==> src/gpio_pkg.sv <==
package gpio_pkg;

    localparam int GPIO_PORT_W     = 16;
    localparam int GPIO_WORD_W     = 32;
    localparam int GPIO_SEL_W      = 4;
    localparam int GPIO_PIN_COUNT  = 16;
    localparam int GPIO_KEY_BIT    = 16;
    localparam int GPIO_AF_PINS    = 8;

    typedef enum logic [GPIO_SEL_W-1:0] {
        SEL_MODE     = 4'd0,
        SEL_OTYPE    = 4'd1,
        SEL_SPEED    = 4'd2,
        SEL_PULL     = 4'd3,
        SEL_INPUT    = 4'd4,
        SEL_OUTPUT   = 4'd5,
        SEL_SETRESET = 4'd6,
        SEL_LOCK     = 4'd7,
        SEL_AFLOW    = 4'd8,
        SEL_AFHIGH   = 4'd9
    } t_reg_sel;

    typedef enum logic {
        ACT_READ  = 1'b0,
        ACT_WRITE = 1'b1
    } t_action;

    typedef enum logic [1:0] {
        KEY_WAIT   = 2'd0,
        KEY_FIRST  = 2'd1,
        KEY_SECOND = 2'd2
    } t_key_step;

    // Write request toward the lock sequencer.
    typedef struct packed {
        logic                   strobe;
        logic                   key;
        logic [GPIO_PORT_W-1:0] mask;
    } t_lock_wr;

    // Lock register contents.
    typedef struct packed {
        logic [GPIO_PORT_W-1:0] locked_pins;
        logic                   done;
    } t_lock_status;

    // Each pin bit becomes a 2-bit field of ones.
    function automatic logic [GPIO_WORD_W-1:0] spread2(input logic [GPIO_PORT_W-1:0] m);
        logic [GPIO_WORD_W-1:0] r;
        r = '0;
        for (int i = 0; i < GPIO_PORT_W; i++) begin
            r[2*i +: 2] = {2{m[i]}};
        end
        return r;
    endfunction

    // Each of eight pin bits becomes a 4-bit field of ones.
    function automatic logic [GPIO_WORD_W-1:0] spread4(input logic [GPIO_AF_PINS-1:0] m);
        logic [GPIO_WORD_W-1:0] r;
        r = '0;
        for (int i = 0; i < GPIO_AF_PINS; i++) begin
            r[4*i +: 4] = {4{m[i]}};
        end
        return r;
    endfunction

endpackage

==> src/gpio_lock_ctrl.sv <==
module gpio_lock_ctrl import gpio_pkg::*; #(
    parameter int PIN_COUNT = GPIO_PIN_COUNT
) (
    input  logic         i_clk,
    input  logic         i_rst_n,
    input  t_lock_wr     i_wr,
    output t_lock_status o_status,
    output t_lock_status o_status_nxt
);

    localparam logic [GPIO_PORT_W-1:0] PRESENT =
        GPIO_PORT_W'((32'd1 << PIN_COUNT) - 32'd1);

    t_key_step              r_step, n_step;
    logic [GPIO_PORT_W-1:0] r_mask, n_mask;
    logic [GPIO_PORT_W-1:0] r_locked, n_locked;
    logic                   r_done, n_done;
    logic                   w_same;

    assign w_same = (i_wr.mask == r_mask);

    // Key sequence: set, clear with the same mask, set with the same mask.
    // A step that does not match restarts, and a set key opens a new sequence.
    always_comb begin
        n_step   = r_step;
        n_mask   = r_mask;
        n_locked = r_locked;
        n_done   = r_done;
        if (i_wr.strobe && !r_done) begin
            n_locked = i_wr.mask & PRESENT;
            unique case (r_step)
                KEY_FIRST: begin
                    if (!i_wr.key && w_same) begin
                        n_step = KEY_SECOND;
                    end else if (i_wr.key) begin
                        n_step = KEY_FIRST;
                        n_mask = i_wr.mask;
                    end else begin
                        n_step = KEY_WAIT;
                    end
                end
                KEY_SECOND: begin
                    if (i_wr.key && w_same) begin
                        n_done = 1'b1;
                        n_step = KEY_WAIT;
                    end else if (i_wr.key) begin
                        n_step = KEY_FIRST;
                        n_mask = i_wr.mask;
                    end else begin
                        n_step = KEY_WAIT;
                    end
                end
                default: begin
                    if (i_wr.key) begin
                        n_step = KEY_FIRST;
                        n_mask = i_wr.mask;
                    end else begin
                        n_step = KEY_WAIT;
                    end
                end
            endcase
        end
    end

    always_comb begin
        o_status.locked_pins     = r_locked;
        o_status.done            = r_done;
        o_status_nxt.locked_pins = n_locked;
        o_status_nxt.done        = n_done;
    end

    always_ff @(posedge i_clk) begin
        if (!i_rst_n) begin
            r_step   <= KEY_WAIT;
            r_mask   <= '0;
            r_locked <= '0;
            r_done   <= 1'b0;
        end else begin
            r_step   <= n_step;
            r_mask   <= n_mask;
            r_locked <= n_locked;
            r_done   <= n_done;
        end
    end

endmodule

==> config.mk <==
export PLATFORM = sky130hd
export DESIGN_NAME = gpio_lock_ctrl
export DESIGN_NICKNAME = d
export VERILOG_FILES = /design/src/gpio_pkg.sv /design/src/gpio_lock_ctrl.sv
export SDC_FILE = /design/constraint.sdc
export NUM_CORES = 1
export LEC_CHECK = 0
export BUFFER_PORTS_ARGS = -buffer_cell sky130_fd_sc_hd__buf_2
export CELL_PAD_IN_SITES_DETAIL_PLACEMENT = 2
export CELL_PAD_IN_SITES_GLOBAL_PLACEMENT = 2
export CORE_AREA = 5 5 83 85
export CTS_CLUSTER_SIZE = 25
export DETAILED_ROUTE_END_ITERATION = 12
export DIE_AREA = 0 0 88 90
export HOLD_SLACK_MARGIN = 0.12
export PLACE_DENSITY = 0.72
export SYNTH_ARGS = -nofsm -noshare
export SYNTH_HDL_FRONTEND = slang
export SYNTH_SLANG_ARGS = --single-unit
==> constraint.sdc <==
create_clock -name i_clk -period 1.56 [get_ports i_clk]
set_input_delay 0.234 -clock i_clk [delete_from_list [all_inputs] [get_ports i_clk]]
set_output_delay 0.234 -clock i_clk [all_outputs]
set_load 0.005 [all_outputs]
==> flow_summary.toml <==
[logic_synthesis]
synth.top_cells.by_area = "dfxtp_1, nand2_1, xor2_1"
yosys_warnings = 0
syn_area_um2 = 1578
ys_ff_latch = 35
avgSynthCellArea_um2 = 7.850
synth_top_area_frac = 0.4441
syn_nets = 223
yosysSeqAreaShare = 0.4441
netlist.top_cell.by_area = "dfxtp_1"
synthCells = 201
synth_cell_types = 26

[final_layout]
num_antenna_cells = 0
area_delta_synth_final_pct = 40.76
layout.nets = 294
post_route_cells_drive_above_1_share = 0.3553

[job]
maxCapViolations = 0

[detailed_routing]
drtAntennaViolNets = 0
drtIter0Drc = 38
vias_per_cell = 4.497
first_pass_iters = 4
route.detailed.drc = 0
wl_um = 5178
vias = 1574
routedWlPerCell_um = 14.79

[sta]
rsz0062_at_grt = "true"
timing.slew.headroom = 0.7815
finalHoldViolCount = 0
max_freq_mhz = 521.5
finClkSkew_ps = 10.43
min_period_over_period = 1.229
period_needed_ps = 1918
setup_viol = 1
drv_slew = 0
whs_ps = 208.0
finalWorstSetupSlack_ps = -357.6
worstMarginPinSlew_ps = 326.7

[die]
die_y_um = 90
coreArea_um2 = 6132
io_pins = 54
die_x_um = 88
die-area_um2 = 7920
num_rows = 29
start_util = 0.2573

[global_route]
grt_pass1_wl_um = 8245
antenna_found_initial = 0
grt_max_degree = 20
grt_overflow_total = 0
track_usage = 0.1340
first_global_vias = 1662

[status]
status = "finished, violations left"
failed_checks = "setup timing"

[setup_path]
path_max_fanout = 2
cp-end-kind = "output port"
cp_data_required_time_ps = 1330
worstPathCellList = "xor2_1, nor4_1, buf_4, and4_4, a41o_1, buf_2"
worst_ep_arrival_time_ps = 1680
worstSetupPathType = "reg -> out"
cp_slowest_cell = "dfxtp_2"
cp_slowest_stage_delay_ps = 320
startpoint_type = "register"

[placed_design]
io_buffers = 53
gp_congestion = 0.7537
hpwl_um = 3706

[clocking]
numCtsBuffers = 5
cts.clk_slew.worst_paths_ps = 70
cts_hold_buf = 0
htree_levels = 2
cts_max_path_buffers = 2
cts_tree = "yes"
clock_latency_ps = 300
clockRootBuffer = "clkbuf_8"
clock_sinks = 35

[power_and_ir_drop]
total_power_mw = 2.155
irDropWorstVdd_uv = 488.9
p_leak_nw = 1.102
p_per_area_nw_per_um2 = 970.5

[min_path]
hp-class = "in -> reg"
==> critical path: cells and delay by family, from the launching register on <==
| kind | cells | cell delay [ps] |
|---|---|---|
| xor+xnor | 1 | 150 |
| flops | 1 | 320 |
| simple gates | 2 | 490 |
| buf+inv | 2 | 280 |
| compound gates | 1 | 150 |
==> cell families (layout without fill, tap and decap cells) <==
family / after synthesis / after routing / synth area share
XOR/XNOR: 16 / 16 / 0.08882
flip-flops: 35 / 35 / 0.4441
adder cells (fa/ha/maj): 2 / 2 / 0.01586
AND/OR/NAND/NOR: 111 / 111 / 0.3196
buffers and inverters: 15 / 87 / 0.05076
AO/OA/AOI/OAI: 22 / 22 / 0.08089
==> area by class of cell <==
cell class | instances | area (um2)
fill | 717 | 3911
multi-input combinational | 151 | 837.1
sequential | 35 | 709.4
timing repair buffer | 76 | 449.2
tap | 77 | 96.34
clock buffer | 6 | 82.58
clock inverter | 2 | 35.03
inverter | 3 | 11.26
==> layer usage <==
metal / share of wire / vias up / GRT usage
li1: - / 780 / -
met1: 0.42 / 739 / 0.1623
met2: 0.50 / 44 / 0.2205
met3: 0.057 / 11 / 0.03656
met4: 0.022 / 0 / 0.05371
met5: 0 / - / 0
==> cells in the mapped netlist <==
cell type and instances:
nor2b_1 1, buf_2 4, nor3b_1 1, a21oi_1 16
ha_1 2, nor4_1 2, a211oi_1 1, dfxtp_1 35
clkinv_1 1, nand2_2 1, and2_1 17, nand2b_1 1
nand3_1 1, inv_1 2, a41o_1 1, nand4_1 2
xor2_1 16, and4_1 1, nor4_2 2, nand2_1 82
a221oi_1 1, o32ai_1 1, clkbuf_1 3, o21ai_0 1
o31ai_1 1, buf_4 5
==> placed cells by master (no fill, tap or decap), drive strengths merged, types with 2 or more instances in the layout <==
cell / Yosys / final
a21oi: 16 / 16
and2: 17 / 17
buf: 9 / 76
clkbuf: 3 / 6
clkinv: 1 / 2
dfxtp: 35 / 35
ha: 2 / 2
inv: 2 / 2
nand2: 83 / 83
nand4: 2 / 2
nor4: 4 / 4
xor2: 16 / 16
==> state kept, by name, indices dropped and copies added (netlist names) <==
register  cells
r_locked     16
r_step        2
r_mask       16
r_done        1
==> metrics by stage <==
| stage | setup TNS, ps | utilization | instance area [um2] | cells | worst slack, ps |
|---|---|---|---|---|---|
| 6_report | -357.6 | 0.3622 | 2221 | 350 | -357.6 |
| 5_1_grt | -489.8 | 0.3622 | 2221 | 350 | -451.4 |
| 4_1_cts | -1241 | 0.3524 | 2161 | 347 | -387.0 |
| 3_5_place_dp | -134.5 | 0.3283 | 2013 | 338 | -134.5 |
| 3_3_place_gp | -138.8 | 0.3283 | 2013 | 338 | -138.8 |
| 2_1_floorplan | 0 | - | 1578 | 201 | 84.62 |
==> report_power, final <==
part / switching [mW] / internal (mW) / leakage [nW]
logic: 0.180 / 0.154 / 0.751
clock network: 0.344 / 0.517 / 0.0612
registers: 0.0253 / 0.935 / 0.290
==> worst paths after layout <==
check	start	endpoint	slack, ps	depth (start not counted)
worst max register to register	r_mask[5]$_SDFFE_PN0P_	r_step[1]$_SDFFE_PN0P_	120	5
worst min-delay path	i_wr[15]	r_mask[15]$_SDFFE_PN0P_	210	3
worst max-delay path	r_mask[9]$_SDFFE_PN0P_	o_status_nxt[0]	-360	6
worst min register to register	r_mask[8]$_SDFFE_PN0P_	r_mask[8]$_SDFFE_PN0P_	460	2
==> timing repair <==
item,in CTS,in global routing
pin swaps,5,2
gates resized for setup,6,13
setup endpoints to repair,16,18
setup buffers,1,2
gates cloned,0,1
hold endpoints to repair,0,0
No activity file was read; power rests on OpenSTA's default activity.
